`src/hw/rtl/tps_pkg.sv`:
```
package tps_pkg;

    localparam int COORD_W   = 32;
    localparam int VAL_W     = 48;
    localparam int ACC_W     = 51;
    localparam int ADDR_W    = 6;
    localparam int IDX_W     = 4;
    localparam int MUL_STEPS = 4;
    localparam int DIV_STEPS = 10;

    localparam logic signed [VAL_W-1:0] ONE_Q24 = 48'sh000001000000;

    typedef enum logic [3:0] {
        S_IDLE,
        S_CLR,
        S_SEG1,
        S_P_RD,
        S_P_LD,
        S_P_MUL,
        S_P_RND,
        S_P_DIV,
        S_P_FIN,
        S_T_WR,
        S_DONE,
        S_EM_RD,
        S_EM_LD
    } t_state;

    typedef enum logic [1:0] {
        SW_ONE,
        SW_ZERO,
        SW_ACC
    } t_sig_wsel;

    typedef enum logic [1:0] {
        GW_ONE,
        GW_INC,
        GW_PROD
    } t_seg_wsel;

    typedef enum logic [2:0] {
        OP_NONE,
        OP_LOAD,
        OP_MUL,
        OP_RND,
        OP_DIV,
        OP_FIN
    } t_op;

    typedef struct packed {
        logic              take;
        logic              new_path;
        logic              sig_we;
        logic [ADDR_W-1:0] sig_waddr;
        t_sig_wsel         sig_wsel;
        logic [ADDR_W-1:0] sig_raddr;
        logic              seg_we;
        logic [ADDR_W-1:0] seg_waddr;
        t_seg_wsel         seg_wsel;
        logic [ADDR_W-1:0] seg_raddr;
        logic [1:0]        inc_sel;
        logic              tens;
        logic [1:0]        m;
        t_op               op;
        logic [1:0]        step;
        logic              acc_clr;
        logic              out_load;
        logic [IDX_W-1:0]  out_index;
        logic              out_last;
    } t_dp_cmd;

    typedef struct packed {
        logic out_free;
    } t_dp_stat;

endpackage

```
`src/hw/rtl/tps_ctrl.sv`:
```
module tps_ctrl #(
    parameter int DIMS        = 2,
    parameter int TRUNC_LEVEL = 3,
    parameter int TOTAL       = 15
) (
    input  logic               i_clk,
    input  logic               i_rst_n,
    input  logic               i_in_valid,
    input  logic               i_first_point,
    input  logic               i_last_point,
    output logic               o_in_ready,
    input  tps_pkg::t_dp_stat  i_stat,
    output tps_pkg::t_dp_cmd   o_cmd
);

    localparam int KW        = $clog2(TOTAL + 1);
    localparam int SEG1_LAST = (TRUNC_LEVEL >= 1) ? DIMS : 0;

    function automatic int lbase(input int l);
        int off;
        int p;
        off = 0;
        p   = 1;
        for (int i = 0; i < 4; i++) begin
            if (i < l) begin
                off = off + p;
                p   = p * DIMS;
            end
        end
        return off;
    endfunction

    function automatic int dval(input logic [2:0][1:0] d, input int lo, input int n);
        int v;
        v = 0;
        for (int k = 2; k >= 0; k--) begin
            if (k >= lo && k < lo + n) begin
                v = v * DIMS + int'(d[k]);
            end
        end
        return v;
    endfunction

    tps_pkg::t_state  r_state, n_state;
    logic             r_path_open, n_path_open;
    logic             r_last, n_last;
    logic             r_tens, n_tens;
    logic [1:0]       r_lvl, n_lvl;
    logic [1:0]       r_jj, n_jj;
    logic [2:0][1:0]  r_dg, n_dg;
    logic [KW-1:0]    r_k, n_k;
    logic [3:0]       r_stp, n_stp;

    logic [2:0][1:0]  dg_inc;
    logic             lvl_end;
    logic [1:0]       m_cur;
    logic             k_last;

    assign m_cur  = r_tens ? 2'd1 : r_lvl;
    assign k_last = (r_k == KW'(TOTAL - 1));

    always_comb begin
        logic carry;
        carry   = 1'b1;
        lvl_end = 1'b1;
        dg_inc  = r_dg;
        for (int k = 0; k < 3; k++) begin
            if (k < int'(r_lvl)) begin
                if (r_dg[k] != 2'(DIMS - 1)) begin
                    lvl_end = 1'b0;
                end
                if (carry) begin
                    if (r_dg[k] == 2'(DIMS - 1)) begin
                        dg_inc[k] = 2'd0;
                    end else begin
                        dg_inc[k] = r_dg[k] + 2'd1;
                        carry     = 1'b0;
                    end
                end
            end
        end
    end

    always_ff @(posedge i_clk) begin
        if (!i_rst_n) begin
            r_state     <= tps_pkg::S_IDLE;
            r_path_open <= 1'b0;
            r_last      <= 1'b0;
            r_tens      <= 1'b0;
            r_lvl       <= '0;
            r_jj        <= '0;
            r_dg        <= '0;
            r_k         <= '0;
            r_stp       <= '0;
        end else begin
            r_state     <= n_state;
            r_path_open <= n_path_open;
            r_last      <= n_last;
            r_tens      <= n_tens;
            r_lvl       <= n_lvl;
            r_jj        <= n_jj;
            r_dg        <= n_dg;
            r_k         <= n_k;
            r_stp       <= n_stp;
        end
    end

    always_comb begin
        n_state     = r_state;
        n_path_open = r_path_open;
        n_last      = r_last;
        n_tens      = r_tens;
        n_lvl       = r_lvl;
        n_jj        = r_jj;
        n_dg        = r_dg;
        n_k         = r_k;
        n_stp       = r_stp;
        case (r_state)
            tps_pkg::S_IDLE: begin
                if (i_in_valid) begin
                    n_last      = i_last_point;
                    n_path_open = 1'b1;
                    n_k         = '0;
                    if (i_first_point || !r_path_open) begin
                        n_state = tps_pkg::S_CLR;
                    end else begin
                        n_state = tps_pkg::S_SEG1;
                    end
                end
            end
            tps_pkg::S_CLR: begin
                if (k_last) begin
                    n_state = tps_pkg::S_DONE;
                end else begin
                    n_k = r_k + 1'b1;
                end
            end
            tps_pkg::S_SEG1: begin
                if (r_k == KW'(SEG1_LAST)) begin
                    n_k  = '0;
                    n_dg = '0;
                    n_jj = '0;
                    if (TRUNC_LEVEL >= 2) begin
                        n_tens = 1'b0;
                        n_lvl  = 2'd2;
                    end else begin
                        n_tens = 1'b1;
                        n_lvl  = 2'(TRUNC_LEVEL);
                    end
                    n_state = tps_pkg::S_P_RD;
                end else begin
                    n_k = r_k + 1'b1;
                end
            end
            tps_pkg::S_P_RD: begin
                n_state = tps_pkg::S_P_LD;
            end
            tps_pkg::S_P_LD: begin
                n_stp   = '0;
                n_state = tps_pkg::S_P_MUL;
            end
            tps_pkg::S_P_MUL: begin
                if (r_stp == 4'(tps_pkg::MUL_STEPS - 1)) begin
                    n_state = tps_pkg::S_P_RND;
                end else begin
                    n_stp = r_stp + 4'd1;
                end
            end
            tps_pkg::S_P_RND: begin
                n_stp = '0;
                if (m_cur == 2'd3) begin
                    n_state = tps_pkg::S_P_DIV;
                end else begin
                    n_state = tps_pkg::S_P_FIN;
                end
            end
            tps_pkg::S_P_DIV: begin
                if (r_stp == 4'(tps_pkg::DIV_STEPS - 1)) begin
                    n_state = tps_pkg::S_P_FIN;
                end else begin
                    n_stp = r_stp + 4'd1;
                end
            end
            tps_pkg::S_P_FIN: begin
                n_state = tps_pkg::S_P_RD;
                if (!r_tens) begin
                    n_dg = dg_inc;
                    if (lvl_end) begin
                        n_dg = '0;
                        n_jj = '0;
                        if (r_lvl == 2'(TRUNC_LEVEL)) begin
                            n_tens = 1'b1;
                        end else begin
                            n_lvl = r_lvl + 2'd1;
                        end
                    end
                end else if (r_jj == r_lvl) begin
                    n_state = tps_pkg::S_T_WR;
                end else begin
                    n_jj = r_jj + 2'd1;
                end
            end
            tps_pkg::S_T_WR: begin
                n_jj    = '0;
                n_dg    = dg_inc;
                n_state = tps_pkg::S_P_RD;
                if (lvl_end) begin
                    n_dg = '0;
                    if (r_lvl == 2'd0) begin
                        n_state = tps_pkg::S_DONE;
                    end else begin
                        n_lvl = r_lvl - 2'd1;
                    end
                end
            end
            tps_pkg::S_DONE: begin
                n_k = '0;
                if (r_last) begin
                    n_state = tps_pkg::S_EM_RD;
                end else begin
                    n_state = tps_pkg::S_IDLE;
                end
            end
            tps_pkg::S_EM_RD: begin
                n_state = tps_pkg::S_EM_LD;
            end
            tps_pkg::S_EM_LD: begin
                if (i_stat.out_free) begin
                    if (k_last) begin
                        n_path_open = 1'b0;
                        n_state     = tps_pkg::S_IDLE;
                    end else begin
                        n_k     = r_k + 1'b1;
                        n_state = tps_pkg::S_EM_RD;
                    end
                end
            end
            default: begin
                n_state = tps_pkg::S_IDLE;
            end
        endcase
    end

    always_comb begin
        int lj;
        int lm;
        lj = int'(r_jj);
        lm = int'(r_lvl);
        o_cmd      = '0;
        o_in_ready = 1'b0;

        o_cmd.tens    = r_tens;
        o_cmd.m       = m_cur;
        o_cmd.step    = r_stp[1:0];
        o_cmd.acc_clr = (r_jj == 2'd0);
        o_cmd.inc_sel = r_dg[0];
        o_cmd.sig_wsel = tps_pkg::SW_ACC;
        o_cmd.seg_wsel = tps_pkg::GW_PROD;
        o_cmd.sig_waddr = tps_pkg::ADDR_W'(lbase(lm) + dval(r_dg, 0, lm));
        o_cmd.seg_waddr = tps_pkg::ADDR_W'(lbase(lm) + dval(r_dg, 0, lm));
        o_cmd.sig_raddr = tps_pkg::ADDR_W'(lbase(lj) + dval(r_dg, lm - lj, lj));
        if (r_tens) begin
            o_cmd.seg_raddr = tps_pkg::ADDR_W'(lbase(lm - lj) + dval(r_dg, 0, lm - lj));
        end else begin
            o_cmd.seg_raddr = tps_pkg::ADDR_W'(lbase(lm - 1) + dval(r_dg, 1, lm - 1));
        end
        o_cmd.out_index = tps_pkg::IDX_W'(r_k);
        o_cmd.out_last  = k_last;

        case (r_state)
            tps_pkg::S_IDLE: begin
                o_in_ready     = 1'b1;
                o_cmd.take     = i_in_valid;
                o_cmd.new_path = i_first_point || !r_path_open;
            end
            tps_pkg::S_CLR: begin
                o_cmd.sig_we    = 1'b1;
                o_cmd.sig_waddr = tps_pkg::ADDR_W'(r_k);
                o_cmd.sig_wsel  = (r_k == '0) ? tps_pkg::SW_ONE : tps_pkg::SW_ZERO;
            end
            tps_pkg::S_SEG1: begin
                o_cmd.seg_we    = 1'b1;
                o_cmd.seg_waddr = tps_pkg::ADDR_W'(r_k);
                o_cmd.seg_wsel  = (r_k == '0) ? tps_pkg::GW_ONE : tps_pkg::GW_INC;
                o_cmd.inc_sel   = 2'(r_k - 1'b1);
            end
            tps_pkg::S_P_LD: begin
                o_cmd.op = tps_pkg::OP_LOAD;
            end
            tps_pkg::S_P_MUL: begin
                o_cmd.op = tps_pkg::OP_MUL;
            end
            tps_pkg::S_P_RND: begin
                o_cmd.op = tps_pkg::OP_RND;
            end
            tps_pkg::S_P_DIV: begin
                o_cmd.op = tps_pkg::OP_DIV;
            end
            tps_pkg::S_P_FIN: begin
                o_cmd.op     = tps_pkg::OP_FIN;
                o_cmd.seg_we = !r_tens;
            end
            tps_pkg::S_T_WR: begin
                o_cmd.sig_we = 1'b1;
            end
            tps_pkg::S_EM_RD, tps_pkg::S_EM_LD: begin
                o_cmd.sig_raddr = tps_pkg::ADDR_W'(r_k);
                o_cmd.out_load  = (r_state == tps_pkg::S_EM_LD) && i_stat.out_free;
            end
            default: begin
                o_cmd.op = tps_pkg::OP_NONE;
            end
        endcase
    end

endmodule

```
`config.mk`:
```
export PLATFORM = sky130hd
export DESIGN_NAME = tps_ctrl
export DESIGN_NICKNAME = d
export VERILOG_FILES = /design/src/hw/rtl/tps_pkg.sv /design/src/hw/rtl/tps_ctrl.sv
export SDC_FILE = /design/constraint.sdc
export NUM_CORES = 1
export LEC_CHECK = 0
export ABC_AREA = 1
export BUFFER_PORTS_ARGS = -buffer_cell sky130_fd_sc_hd__buf_2
export CORE_UTILIZATION = 45
export DETAILED_ROUTE_END_ITERATION = 6
export PLACE_DENSITY = 0.79
export SETUP_SLACK_MARGIN = 0.4
export SYNTH_ARGS = -nofsm -noshare
export SYNTH_HDL_FRONTEND = slang
export SYNTH_SLANG_ARGS = --single-unit
```
`constraint.sdc`:
```
create_clock -name i_clk -period 4.24 [get_ports i_clk]
set_input_delay 0.212 -clock i_clk [delete_from_list [all_inputs] [get_ports i_clk]]
set_output_delay 0.212 -clock i_clk [all_outputs]
set_load 0.05 [all_outputs]
```
==> impl_metrics.py <==
metrics = {
    "place": {
        "io_buffer_count": 55,
        "dp_hpwl_mm": 7.73,
        "dpl.cell_count": 738,
        "pre_cts_ws_ns": -0.109,
        "place_congestion": 0.888,
    },
    "timing": {
        "finalWorstSetupSlack_ns": -0.296,
        "tns_ns": -0.640,
        "finalHoldWorstSlack_ns": 0.180,
        "setup_viol": 5,
        "min_period_ns": 4.54,
        "skew_ns": 0.00341,
        "slew_headroom_pct": 46.1,
        "rsz0062_at_grt": "yes",
        "slew_viol_final": 0,
        "hold_viol_final": 0,
        "worst_pin_slew_ns": 0.806,
        "fmax_mhz": 220,
        "period_share_pct": 107,
    },
    "min_path": {
        "hold_path.class": "input port to flop",
        "worstHoldEndpoint": "r_last",
        "worstHoldPathCells": 3,
        "hp-start": "i_last_point",
    },
    "power": {
        "p_sw_uw": 970,
        "total_leakage_power_uw": 0.00224,
        "share_comb_of_total_power_pct": 71.4,
        "switching_share_pct": 59.7,
        "p_clk_share_pct": 9.1,
        "p_int_uw": 656,
        "ir_drop_v": 0.000285,
        "p_per_area_mw_per_mm2": 354,
        "seq_power_share_pct": 19.4,
    },
    "detailed_routing": {
        "viasPerCell": 5.30,
        "wl_met2_mm": 5.13,
        "num_vias": 4005,
        "wl_met3_um": 435,
        "drc_errors": 0,
        "drt-total-wl_mm": 10.2,
        "drtPass1Iterations": 5,
        "drt_iter0_markers": 238,
        "wl_met1_mm": 4.48,
        "ant_nets": 0,
        "highest_layer": "met4",
        "avgRoutedWirePerCell_um": 13.5,
    },
    "grt": {
        "grt_overflow": 0,
        "grt_pass1_vias": 3704,
        "track_usage_pct": 23.3,
        "antenna_found_initial": 0,
        "grt_pass1_wl_mm": 16.3,
        "grt_max_degree": 15,
    },
    "die": {
        "rows": 32,
        "ios": 56,
        "core_mm2": 0.00777,
        "die_y_um": 91.8,
        "dieArea_mm2": 0.00843,
        "die_w_um": 91.8,
        "start_util_pct": 46.7,
    },
    "synth": {
        "yosys_register_bits": 25,
        "synth.largest_area_cell": "ha_1",
        "netlist.area_leader.share_pct": 19.7,
        "synthesis.area_mm2": 0.00363,
        "seq_area_frac_synth_pct": 13.8,
        "synth-warning-count": 0,
        "syn_inst": 580,
        "syn_nets": 649,
        "synth_area_leaders": "ha_1 (20%), dfxtp_1 (14%), nand2_1 (12%)",
        "synth_cell_types": 37,
        "avgSynthCellArea_um2": 6.26,
    },
    "cts": {
        "cts_tree": "done",
        "clock_latency_ns": 0.27,
        "root_buffer": "clkbuf_8",
        "cts_inserted_buffers": 3,
        "clock-sinks": 25,
        "htree_levels": 1,
        "cts_hold_repair.buffers": 0,
        "clkSlewWorstSetupHoldPaths_ns": 0.09,
        "cts_buffer_depth": 2,
    },
    "finish": {
        "utilization_pct": 59.1,
        "nNetsFinal": 724,
        "syn_to_final_growth_pct": 26.4,
        "stdcell_count": 756,
        "antenna_cells": 0,
        "drive_above_1_share_pct": 26.5,
    },
    "critical_path": {
        "startpoint": "r_lvl[0]",
        "worstSetupPathType": "flop to output pin",
        "worstReg2RegStart": "r_lvl[1]",
        "cpMostUsedCell": "nand2_2",
        "max_stage_delay_ns": 0.54,
        "worst_setup_path_end_kind": "output pin",
        "cp.arrival_ns": 4.32,
        "crit_required_ns": 4.03,
        "reg2reg_setup_slack_ns": 1.83,
        "critPathMaxFanout": 2,
        "startpoint_type": "flop",
        "r2r-end": "r_lvl[0]",
        "reg2regPathDepth": 14,
        "cp_slowest_cell": "fa_1",
    },
    "run_status": {
        "violations": "setup timing",
        "status": "complete, but fails checks",
    },
    "run": {
        "maxCapViolCount": 0,
    },
}
## worst max path at each step
stage / to / slack [ns]
CTS: o_cmd[37] / -0.22
global placement: o_cmd[37] / 0.02
global route: o_cmd[37] / -0.52
detailed placement: o_cmd[37] / -0.11
finish: o_cmd[37] / -0.30
floorplan: o_cmd[37] / -0.007
## registers in the layout, indices dropped and copies added (netlist names)
register	flops
r_path_open	1
r_tens	1
r_jj	2
r_k	4
r_stp	4
r_lvl	2
r_last	1
r_state	4
r_dg	6
## cell usage in the layout, fill, tap and decap left out, types with 11 or more instances in the layout
master	n
a21oi_1	26
buf_2	42
buf_4	27
dfxtp_1	22
ha_1	49
inv_1	85
inv_2	13
nand2_1	101
nand2_2	15
nand3_1	22
nor2_1	63
nor3_1	16
o21ai_0	40
o21ai_1	11
## final cells by class
class | instances | area, um2
Timing Repair Buffer | 81 | 564
Tap cell | 102 | 128
Sequential cell | 25 | 509
Clock buffer | 4 | 45.0
Fill cell | 722 | 3180
Multi-Input combinational cell | 442 | 2950
Inverter | 102 | 394
## cell usage after synthesis, drive strengths merged
master and instances:
a211oi 3, a21boi 1, a21o 1, a21oi 29, a221oi 1, a31oi 8
buf 6, clkbuf 5, clkinv 1, dfxtp 25, fa 6, ha 57
inv 101, mux2 1, mux2i 1, nand2 117, nand3 27, nand4 8
nor2 80, nor3 16, nor3b 3, o211ai 2, o21a 2, o21ai 61
o21bai 1, or2 5, xnor2 5, xor2 7
## cell families (layout without fill, tap and decap cells)
| kind of cell | after synthesis | count (layout) | synth area share (%) |
|---|---|---|---|
| AO/OA/AOI/OAI | 109 | 109 | 16.6 |
| XOR/XNOR | 12 | 12 | 2.90 |
| adder cells (fa/ha/maj) | 63 | 63 | 23.0 |
| buffers and inverters | 113 | 187 | 12.2 |
| flip-flops | 25 | 25 | 13.8 |
| multiplexers | 2 | 2 | 0.586 |
| AND/OR/NAND/NOR | 256 | 256 | 31.0 |
## what timing repair did
item,CTS,global route
setup buffers,2,12
setup endpoints to repair,13,18
pin swaps,18,26
gates resized for setup,28,53
hold endpoints to repair,0,0
## per-stage QoR
| step | total power, uW | cell area, um2 |
|---|---|---|
| final | 1630 | 4590 |
| after global routing | 1740 | 4590 |
| after CTS | 1570 | 4280 |
| after detailed placement | 1410 | 4140 |
| after global placement | 1400 | 4140 |
| after floorplan | 1170 | 3710 |
## critical path: cells and delay by family (launching register included)
kind,cells,cell delay (ns)
compound gates,1,0.17
fa+ha+maj,6,1.62
buf+inv,7,0.53
flops,1,0.36
simple gates,14,1.37
## power groups by stage
stage	clock network (uW)	logic, uW	registers, uW
floorplan	0	844	328
global placement	0	1080	319
detailed placement	0	1100	319
CTS	151	1110	313
global route	161	1260	324
finish	148	1160	316
## metal layers
layer | up-vias | GRT usage (%)
met2 | 113 | 42.0
met1 | 1854 | 30.3
met5 | - | 0
met3 | 14 | 2.57
met4 | 0 | 3.39
li1 | 2024 | -
No activity file was read; power rests on OpenSTA's default activity.
