**config.mk**
```make
export PLATFORM = sky130hd
export DESIGN_NAME = tps_dp
export DESIGN_NICKNAME = d
export VERILOG_FILES = /design/src/hw/rtl/tps_pkg.sv /design/src/hw/rtl/tps_dp.sv
export SDC_FILE = /design/constraint.sdc
export NUM_CORES = 2
export LEC_CHECK = 0
export BUFFER_PORTS_ARGS = -buffer_cell sky130_fd_sc_hd__buf_4
export CAP_MARGIN = 10
export CORE_UTILIZATION = 43
export CTS_BUF_LIST = sky130_fd_sc_hd__clkbuf_8
export DETAILED_ROUTE_END_ITERATION = 8
export HOLD_SLACK_MARGIN = 0.02
export PLACE_DENSITY = 0.66
export SYNTH_ARGS = -nofsm -noshare
export SYNTH_HDL_FRONTEND = slang
export SYNTH_SLANG_ARGS = --single-unit
```
**constraint.sdc**
```tcl
create_clock -name i_clk -period 27.2 [get_ports i_clk]
set_input_delay 5.44 -clock i_clk [delete_from_list [all_inputs] [get_ports i_clk]]
set_output_delay 5.44 -clock i_clk [all_outputs]
set_load 0.1 [all_outputs]
```
**src/hw/rtl/tps_pkg.sv**
```systemverilog
package tps_pkg;

    localparam int COORD_W   = 32;
    localparam int VAL_W     = 48;
    localparam int ACC_W     = 51;
    localparam int ADDR_W    = 6;
    localparam int IDX_W     = 4;
    localparam int MUL_STEPS = 4;
    localparam int DIV_STEPS = 10;

    localparam logic signed [VAL_W-1:0] ONE_Q24 = 48'sh000001000000;

    typedef enum logic [3:0] {
        S_IDLE,
        S_CLR,
        S_SEG1,
        S_P_RD,
        S_P_LD,
        S_P_MUL,
        S_P_RND,
        S_P_DIV,
        S_P_FIN,
        S_T_WR,
        S_DONE,
        S_EM_RD,
        S_EM_LD
    } t_state;

    typedef enum logic [1:0] {
        SW_ONE,
        SW_ZERO,
        SW_ACC
    } t_sig_wsel;

    typedef enum logic [1:0] {
        GW_ONE,
        GW_INC,
        GW_PROD
    } t_seg_wsel;

    typedef enum logic [2:0] {
        OP_NONE,
        OP_LOAD,
        OP_MUL,
        OP_RND,
        OP_DIV,
        OP_FIN
    } t_op;

    typedef struct packed {
        logic              take;
        logic              new_path;
        logic              sig_we;
        logic [ADDR_W-1:0] sig_waddr;
        t_sig_wsel         sig_wsel;
        logic [ADDR_W-1:0] sig_raddr;
        logic              seg_we;
        logic [ADDR_W-1:0] seg_waddr;
        t_seg_wsel         seg_wsel;
        logic [ADDR_W-1:0] seg_raddr;
        logic [1:0]        inc_sel;
        logic              tens;
        logic [1:0]        m;
        t_op               op;
        logic [1:0]        step;
        logic              acc_clr;
        logic              out_load;
        logic [IDX_W-1:0]  out_index;
        logic              out_last;
    } t_dp_cmd;

    typedef struct packed {
        logic out_free;
    } t_dp_stat;

endpackage

```
**src/hw/rtl/tps_dp.sv**
```systemverilog
module tps_dp #(
    parameter int DIMS  = 2,
    parameter int TOTAL = 15
) (
    input  logic                                i_clk,
    input  logic                                i_rst_n,
    input  tps_pkg::t_dp_cmd                    i_cmd,
    output tps_pkg::t_dp_stat                   o_stat,
    input  logic signed [tps_pkg::COORD_W-1:0]  i_coord_0,
    input  logic signed [tps_pkg::COORD_W-1:0]  i_coord_1,
    input  logic                                i_out_ready,
    output logic                                o_out_valid,
    output logic [tps_pkg::IDX_W-1:0]           o_term_index,
    output logic signed [tps_pkg::VAL_W-1:0]    o_term_value,
    output logic                                o_last_term,
    output logic                                o_saturated
);

    localparam int AW = (TOTAL > 1) ? $clog2(TOTAL) : 1;
    localparam int VW = tps_pkg::VAL_W;
    localparam int AC = tps_pkg::ACC_W;

    logic signed [VW-1:0] sig_mem [TOTAL];
    logic signed [VW-1:0] seg_mem [TOTAL];
    logic signed [VW-1:0] r_sig_rd;
    logic signed [VW-1:0] r_seg_rd;

    logic signed [tps_pkg::COORD_W-1:0] r_prev [DIMS];
    logic signed [tps_pkg::COORD_W-1:0] pt     [DIMS];
    logic signed [VW-1:0]               r_inc  [DIMS];

    logic           r_neg;
    logic [VW-1:0]  r_ua;
    logic [VW-1:0]  r_ub;
    logic [95:0]    r_prod;
    logic [79:0]    r_y;
    logic [79:0]    r_q;
    logic [1:0]     r_rem;
    logic signed [AC-1:0] r_acc;
    logic           r_sat;

    logic                 r_out_valid;
    logic [tps_pkg::IDX_W-1:0] r_out_index;
    logic signed [VW-1:0] r_out_value;
    logic                 r_out_last;
    logic                 r_out_sat;

    logic signed [VW-1:0] b_inc;
    logic signed [VW-1:0] a_op;
    logic signed [VW-1:0] b_op;
    logic [23:0]          a_part;
    logic [23:0]          b_part;
    logic [47:0]          pp;
    logic [95:0]          pp_sh;
    logic [96:0]          rnd_x;
    logic [79:0]          rnd_y;
    logic [9:0]           div_cur;
    logic [20:0]          div_mul;
    logic [7:0]           div_qd;
    logic [9:0]           div_rem;
    logic [79:0]          lim;
    logic                 fin_sat;
    logic [VW-1:0]        fin_mag;
    logic signed [VW-1:0] fin_val;
    logic                 acc_hi;
    logic                 acc_lo;
    logic signed [VW-1:0] acc_val;
    logic signed [VW-1:0] sig_wdata;
    logic signed [VW-1:0] seg_wdata;
    logic                 out_free;

    always_comb begin
        for (int k = 0; k < DIMS; k++) begin
            if (k == 0) begin
                pt[k] = i_coord_0;
            end else if (k == 1) begin
                pt[k] = i_coord_1;
            end else begin
                pt[k] = '0;
            end
        end
    end

    always_ff @(posedge i_clk) begin
        if (!i_rst_n) begin
            for (int k = 0; k < DIMS; k++) begin
                r_prev[k] <= '0;
            end
        end else if (i_cmd.take) begin
            for (int k = 0; k < DIMS; k++) begin
                r_prev[k] <= pt[k];
            end
        end
    end

    always_ff @(posedge i_clk) begin
        logic signed [tps_pkg::COORD_W:0] d;
        if (i_cmd.take) begin
            for (int k = 0; k < DIMS; k++) begin
                d = {pt[k][tps_pkg::COORD_W-1], pt[k]}
                    - {r_prev[k][tps_pkg::COORD_W-1], r_prev[k]};
                r_inc[k] <= {{(VW - tps_pkg::COORD_W - 9){d[tps_pkg::COORD_W]}}, d, 8'b0};
            end
        end
    end

    always_comb begin
        b_inc = '0;
        for (int k = 0; k < DIMS; k++) begin
            if (i_cmd.inc_sel == 2'(k)) begin
                b_inc = r_inc[k];
            end
        end
    end

    assign a_op = i_cmd.tens ? r_sig_rd : r_seg_rd;
    assign b_op = i_cmd.tens ? r_seg_rd : b_inc;

    assign a_part = i_cmd.step[1] ? r_ua[47:24] : r_ua[23:0];
    assign b_part = i_cmd.step[0] ? r_ub[47:24] : r_ub[23:0];
    assign pp     = a_part * b_part;

    always_comb begin
        case (i_cmd.step)
            2'd0:    pp_sh = {48'b0, pp};
            2'd3:    pp_sh = {pp, 48'b0};
            default: pp_sh = {24'b0, pp, 24'b0};
        endcase
    end

    assign rnd_x = {1'b0, r_prod} + (97'(i_cmd.m) << 23);
    assign rnd_y = 80'(rnd_x >> 24);

    assign div_cur = {r_rem, r_y[79:72]};
    assign div_mul = 21'(div_cur) * 21'd683;
    assign div_qd  = div_mul[18:11];
    assign div_rem = div_cur - 10'(div_qd) * 10'd3;

    assign lim     = r_neg ? 80'h0000_0000_8000_0000_0000 : 80'h0000_0000_7fff_ffff_ffff;
    assign fin_sat = (r_q > lim);
    assign fin_mag = fin_sat ? lim[VW-1:0] : r_q[VW-1:0];
    assign fin_val = r_neg ? -fin_mag : fin_mag;

    assign acc_hi  = (r_acc > AC'(48'sh7fffffffffff));
    assign acc_lo  = (r_acc < -(AC'(1) <<< (VW - 1)));
    assign acc_val = acc_hi ? 48'sh7fffffffffff :
                     acc_lo ? 48'sh800000000000 : r_acc[VW-1:0];

    always_ff @(posedge i_clk) begin
        case (i_cmd.op)
            tps_pkg::OP_LOAD: begin
                r_neg  <= a_op[VW-1] ^ b_op[VW-1];
                r_ua   <= a_op[VW-1] ? VW'(-a_op) : VW'(a_op);
                r_ub   <= b_op[VW-1] ? VW'(-b_op) : VW'(b_op);
                r_prod <= '0;
            end
            tps_pkg::OP_MUL: begin
                r_prod <= r_prod + pp_sh;
            end
            tps_pkg::OP_RND: begin
                r_y   <= rnd_y;
                r_q   <= (i_cmd.m == 2'd2) ? (rnd_y >> 1) : rnd_y;
                r_rem <= '0;
            end
            tps_pkg::OP_DIV: begin
                r_y   <= r_y << 8;
                r_q   <= {r_q[71:0], div_qd};
                r_rem <= div_rem[1:0];
            end
            tps_pkg::OP_FIN: begin
                if (i_cmd.tens) begin
                    r_acc <= i_cmd.acc_clr ? AC'(fin_val) : r_acc + AC'(fin_val);
                end
            end
            default: begin
                r_prod <= r_prod;
            end
        endcase
    end

    always_ff @(posedge i_clk) begin
        if (!i_rst_n) begin
            r_sat <= 1'b0;
        end else if (i_cmd.take && i_cmd.new_path) begin
            r_sat <= 1'b0;
        end else if ((i_cmd.op == tps_pkg::OP_FIN && fin_sat)
                     || (i_cmd.sig_we && i_cmd.sig_wsel == tps_pkg::SW_ACC
                         && (acc_hi || acc_lo))) begin
            r_sat <= 1'b1;
        end
    end

    always_comb begin
        case (i_cmd.sig_wsel)
            tps_pkg::SW_ONE:  sig_wdata = tps_pkg::ONE_Q24;
            tps_pkg::SW_ZERO: sig_wdata = '0;
            default:          sig_wdata = acc_val;
        endcase
        case (i_cmd.seg_wsel)
            tps_pkg::GW_ONE: seg_wdata = tps_pkg::ONE_Q24;
            tps_pkg::GW_INC: seg_wdata = b_inc;
            default:         seg_wdata = fin_val;
        endcase
    end

    always_ff @(posedge i_clk) begin
        if (i_cmd.sig_we) begin
            sig_mem[i_cmd.sig_waddr[AW-1:0]] <= sig_wdata;
        end
        r_sig_rd <= sig_mem[i_cmd.sig_raddr[AW-1:0]];
    end

    always_ff @(posedge i_clk) begin
        if (i_cmd.seg_we) begin
            seg_mem[i_cmd.seg_waddr[AW-1:0]] <= seg_wdata;
        end
        r_seg_rd <= seg_mem[i_cmd.seg_raddr[AW-1:0]];
    end

    assign out_free        = !r_out_valid || i_out_ready;
    assign o_stat.out_free = out_free;

    always_ff @(posedge i_clk) begin
        if (!i_rst_n) begin
            r_out_valid <= 1'b0;
        end else if (i_cmd.out_load) begin
            r_out_valid <= 1'b1;
        end else if (i_out_ready) begin
            r_out_valid <= 1'b0;
        end
    end

    always_ff @(posedge i_clk) begin
        if (i_cmd.out_load) begin
            r_out_index <= i_cmd.out_index;
            r_out_value <= r_sig_rd;
            r_out_last  <= i_cmd.out_last;
            r_out_sat   <= r_sat;
        end
    end

    assign o_out_valid  = r_out_valid;
    assign o_term_index = r_out_index;
    assign o_term_value = r_out_value;
    assign o_last_term  = r_out_last;
    assign o_saturated  = r_out_sat;

endmodule

```
==> run_summary.xml <==
<?xml version="1.0" encoding="UTF-8"?>
<metrics>
  <group name="cells_and_area">
    <metric name="final_nets" unit="">10743</metric>
    <metric name="post_layout_nonfiller_instances" unit="">13651</metric>
    <metric name="post_route_cells_drive_above_1_share" unit="">0.134</metric>
    <metric name="syn_to_final_growth" unit="%">10.5</metric>
    <metric name="most_common_cell_after_layout_fill_and_taps_aside" unit="">sky130_fd_sc_hd__edfxtp_1</metric>
    <metric name="num-fill-cells" unit="">23965</metric>
    <metric name="postLayoutCoreUtil" unit="">0.478</metric>
    <metric name="layout_common_cells" unit="">sky130_fd_sc_hd__edfxtp_1 (2030), sky130_fd_sc_hd__inv_1 (918), sky130_fd_sc_hd__nor2_1 (837)</metric>
  </group>
  <group name="synth">
    <metric name="synth_sequential_area_ratio" unit="">0.526</metric>
    <metric name="netlist_instances" unit="">9407</metric>
    <metric name="syn_area" unit="um2">120000</metric>
    <metric name="synth_seq_cells" unit="">2128</metric>
    <metric name="syn-mean-instance-area" unit="um2">12.7</metric>
    <metric name="postSynth.asyncResetShare" unit="">0</metric>
    <metric name="synth-edff-count" unit="">2030</metric>
    <metric name="yosys_warnings" unit="">0</metric>
    <metric name="synth_fp_nets" unit="">10530</metric>
    <metric name="netlist-cell-type-count" unit="">84</metric>
    <metric name="synth_flop_cell" unit="">sky130_fd_sc_hd__edfxtp_1</metric>
  </group>
  <group name="floorplan">
    <metric name="row_count" unit="">193</metric>
    <metric name="dieHeight" unit="um">529</metric>
    <metric name="die_width" unit="um">529</metric>
    <metric name="die-area" unit="um2">280000</metric>
    <metric name="initial_core_util" unit="">0.432</metric>
    <metric name="core_region_area" unit="um2">276000</metric>
    <metric name="boundaryPins" unit="">172</metric>
  </group>
  <group name="timing">
    <metric name="setup_violations" unit="">0</metric>
    <metric name="clock-skew-final" unit="ns">0.155</metric>
    <metric name="final_critical_path_setup_slack" unit="ns">9.45</metric>
    <metric name="fin_crit_sh" unit="">0.653</metric>
    <metric name="max_clock_freq" unit="GHz">0.0563</metric>
    <metric name="tns" unit="ns">0</metric>
    <metric name="hold_viol_final" unit="">0</metric>
    <metric name="grt_setup_unrepaired" unit="">no</metric>
    <metric name="worst-slew-pin-transition" unit="ns">1.26</metric>
    <metric name="max-slew-margin-rel" unit="">0.142</metric>
    <metric name="period_minus_slack" unit="ns">17.75</metric>
    <metric name="max_slew_violations" unit="">0</metric>
  </group>
  <group name="clock_tree">
    <metric name="clock_tree.buffer_depth" unit="">4</metric>
    <metric name="clk_transition_reported_paths" unit="ns">0.07</metric>
    <metric name="cts_buffers" unit="">352</metric>
    <metric name="clk_latency" unit="ns">1.11</metric>
    <metric name="post_cts_buffers" unit="">0</metric>
    <metric name="cts.hold.buffers_added" unit="">0</metric>
    <metric name="cts.repair.resized" unit="">0</metric>
    <metric name="tritoncts_num_sinks" unit="">2128</metric>
    <metric name="clockRootBuffer" unit="">sky130_fd_sc_hd__clkbuf_8</metric>
    <metric name="cts_tree" unit="">done</metric>
    <metric name="cts.htree.levels" unit="">5</metric>
  </group>
  <group name="place">
    <metric name="placement.setup.worst_slack" unit="ns">8.85</metric>
    <metric name="port-buffer-count" unit="">163</metric>
    <metric name="place.detailed.instances" unit="">12969</metric>
    <metric name="place.gp.congestion" unit="">0.961</metric>
    <metric name="place.detailed.hpwl" unit="mm">235</metric>
  </group>
  <group name="routing">
    <metric name="routed_wirelength" unit="mm">347</metric>
    <metric name="first_pass_iters" unit="">9</metric>
    <metric name="routed-via-count" unit="">78374</metric>
    <metric name="routed_wire_length_per_instance" unit="um">25.4</metric>
    <metric name="drcViolationCount" unit="">0</metric>
    <metric name="final_antenna_net_count" unit="">0</metric>
    <metric name="first_iter_violations" unit="">7900</metric>
    <metric name="routed_via_density" unit="">5.74</metric>
  </group>
  <group name="grt">
    <metric name="grt_util_all_layers" unit="">0.245</metric>
    <metric name="gr-total-overflow" unit="">0</metric>
    <metric name="first_pass_grt_wire_length" unit="mm">508</metric>
    <metric name="grt_antenna_before_repair" unit="">23</metric>
    <metric name="grt_start_max_net_pins" unit="">118</metric>
    <metric name="first_global_vias" unit="">78582</metric>
  </group>
  <group name="worst_setup_path">
    <metric name="critical_path.slowest_cell" unit="">sky130_fd_sc_hd__mux2i_2</metric>
    <metric name="crit_path_end_kind" unit="">register</metric>
    <metric name="setup.worst_path.start_class" unit="">input pin</metric>
    <metric name="required" unit="ns">27.90</metric>
    <metric name="crit_path_max_incr_delay" unit="ns">0.94</metric>
    <metric name="crit_path_frequent_cell" unit="">sky130_fd_sc_hd__fa_1</metric>
    <metric name="critical_path.max_fanout" unit="">41</metric>
    <metric name="crit_path_category" unit="">input pin to register</metric>
    <metric name="worst-endpoint-arrival" unit="ns">18.45</metric>
  </group>
  <group name="min_path">
    <metric name="min_path_type" unit="">register to register</metric>
  </group>
  <group name="run">
    <metric name="drv_cap" unit="">0</metric>
  </group>
  <group name="outcome">
    <metric name="run_status" unit="">completed</metric>
  </group>
</metrics>
## worst paths after layout
path / slack, ns / start / endpoint / cells past startpoint
setup / recovery: 9.45 / i_cmd[7] / r_prod[89]$_SDFFCE_PN0P_ / 38
hold / removal: 0.47 / r_sig_rd[27]$_DFF_P_ / o_term_value[27]$_DFFE_PP_ / 0
setup reg to reg: 14.09 / r_ub[22]$_DFFE_PP_ / r_prod[89]$_SDFFCE_PN0P_ / 37
hold reg to reg: 0.47 / r_sig_rd[27]$_DFF_P_ / o_term_value[27]$_DFFE_PP_ / 0
## through the flow
stage               instance area, um2  hold WS [ns]
finish                          132000         0.475
global route                    132000         0.478
CTS                             132000         0.461
detailed placement              125000         0.448
global placement                125000         0.424
floorplan                       120000         0.400
## cells by family (layout without fill, tap and decap cells)
family                   count (synthesis)  in the layout  share of synthesized area
buffers and inverters                 1226           1732                     0.0386
adder cells (fa/ha/maj)               1007           1007                      0.137
flip-flops                            2128           2128                      0.526
AND/OR/NAND/NOR                       2424           2424                     0.0908
other                                    0             33                          0
multiplexers                           675            675                     0.0975
XOR/XNOR                               389            389                     0.0285
AO/OA/AOI/OAI                         1558           1558                     0.0811
## critical path, delay by kind of cell
kind            cells  cell delay, ns
fa+ha+maj           9            4.60
mux                 1            0.94
xor+xnor            1            0.53
compound gates     14            4.81
simple gates        8            1.22
buf+inv             5            0.80
## cell usage after synthesis (29+ instances only)
master	n	area share
sky130_fd_sc_hd__nand4_1	81	0.0042
sky130_fd_sc_hd__nor4_1	38	0.0020
sky130_fd_sc_hd__or3_1	29	0.0015
sky130_fd_sc_hd__and2_1	94	0.0049
sky130_fd_sc_hd__and3_1	119	0.0062
sky130_fd_sc_hd__fa_1	508	0.085
sky130_fd_sc_hd__o21a_1	97	0.0061
sky130_fd_sc_hd__a21oi_1	484	0.020
sky130_fd_sc_hd__xnor2_1	237	0.017
sky130_fd_sc_hd__inv_1	784	0.025
sky130_fd_sc_hd__nor2_1	861	0.027
sky130_fd_sc_hd__mux4_2	384	0.072
sky130_fd_sc_hd__a21o_1	153	0.0096
sky130_fd_sc_hd__a31oi_1	52	0.0027
sky130_fd_sc_hd__buf_1	63	0.0020
sky130_fd_sc_hd__nand3_1	91	0.0038
sky130_fd_sc_hd__mux2_2	74	0.0070
sky130_fd_sc_hd__ha_1	499	0.052
sky130_fd_sc_hd__nor3_1	92	0.0039
sky130_fd_sc_hd__nor2b_1	43	0.0022
sky130_fd_sc_hd__xor2_1	152	0.011
sky130_fd_sc_hd__nand2b_1	64	0.0033
sky130_fd_sc_hd__edfxtp_1	2030	0.51
sky130_fd_sc_hd__o31ai_1	60	0.0038
sky130_fd_sc_hd__clkbuf_1	371	0.012
sky130_fd_sc_hd__mux2i_1	217	0.018
sky130_fd_sc_hd__o21ai_0	397	0.017
sky130_fd_sc_hd__o21bai_1	40	0.0025
sky130_fd_sc_hd__nand2_1	832	0.026
sky130_fd_sc_hd__dfxtp_1	98	0.016
sky130_fd_sc_hd__a22o_1	65	0.0048
## layout make-up
cell class,count,area [um2],area share
sequential,2128,62900,0.476
multi-input combinational,6053,52400,0.396
clock buffer,397,5460,0.0413
tap,3705,4640,0.0351
inverter,784,2940,0.0223
timing repair buffer,301,2290,0.0174
clock inverter,250,1430,0.0108
antenna,33,82.6,0.000625
## routing by layer
layer  wire length, um  part of all wire  global-route usage
met1            139000              0.40               0.328
met2            158000              0.46               0.380
met3             29300             0.085              0.0439
met4             19500             0.056               0.130
met5                23          0.000066                   0
## state kept, by name, summed over array words and instances (netlist names), 2 cells and up
register	count
r_acc	51
r_prod	96
r_y	80
r_sig_rd	48
r_prev	64
r_rem	2
r_ua	48
r_q	80
sig_mem	720
seg_mem	720
r_seg_rd	48
r_ub	48
r_inc	66
o_term_index	4
o_term_value	48
Power is not shown: default switching activity piles up to over one toggle a cycle in this logic, so the estimate is an artifact.
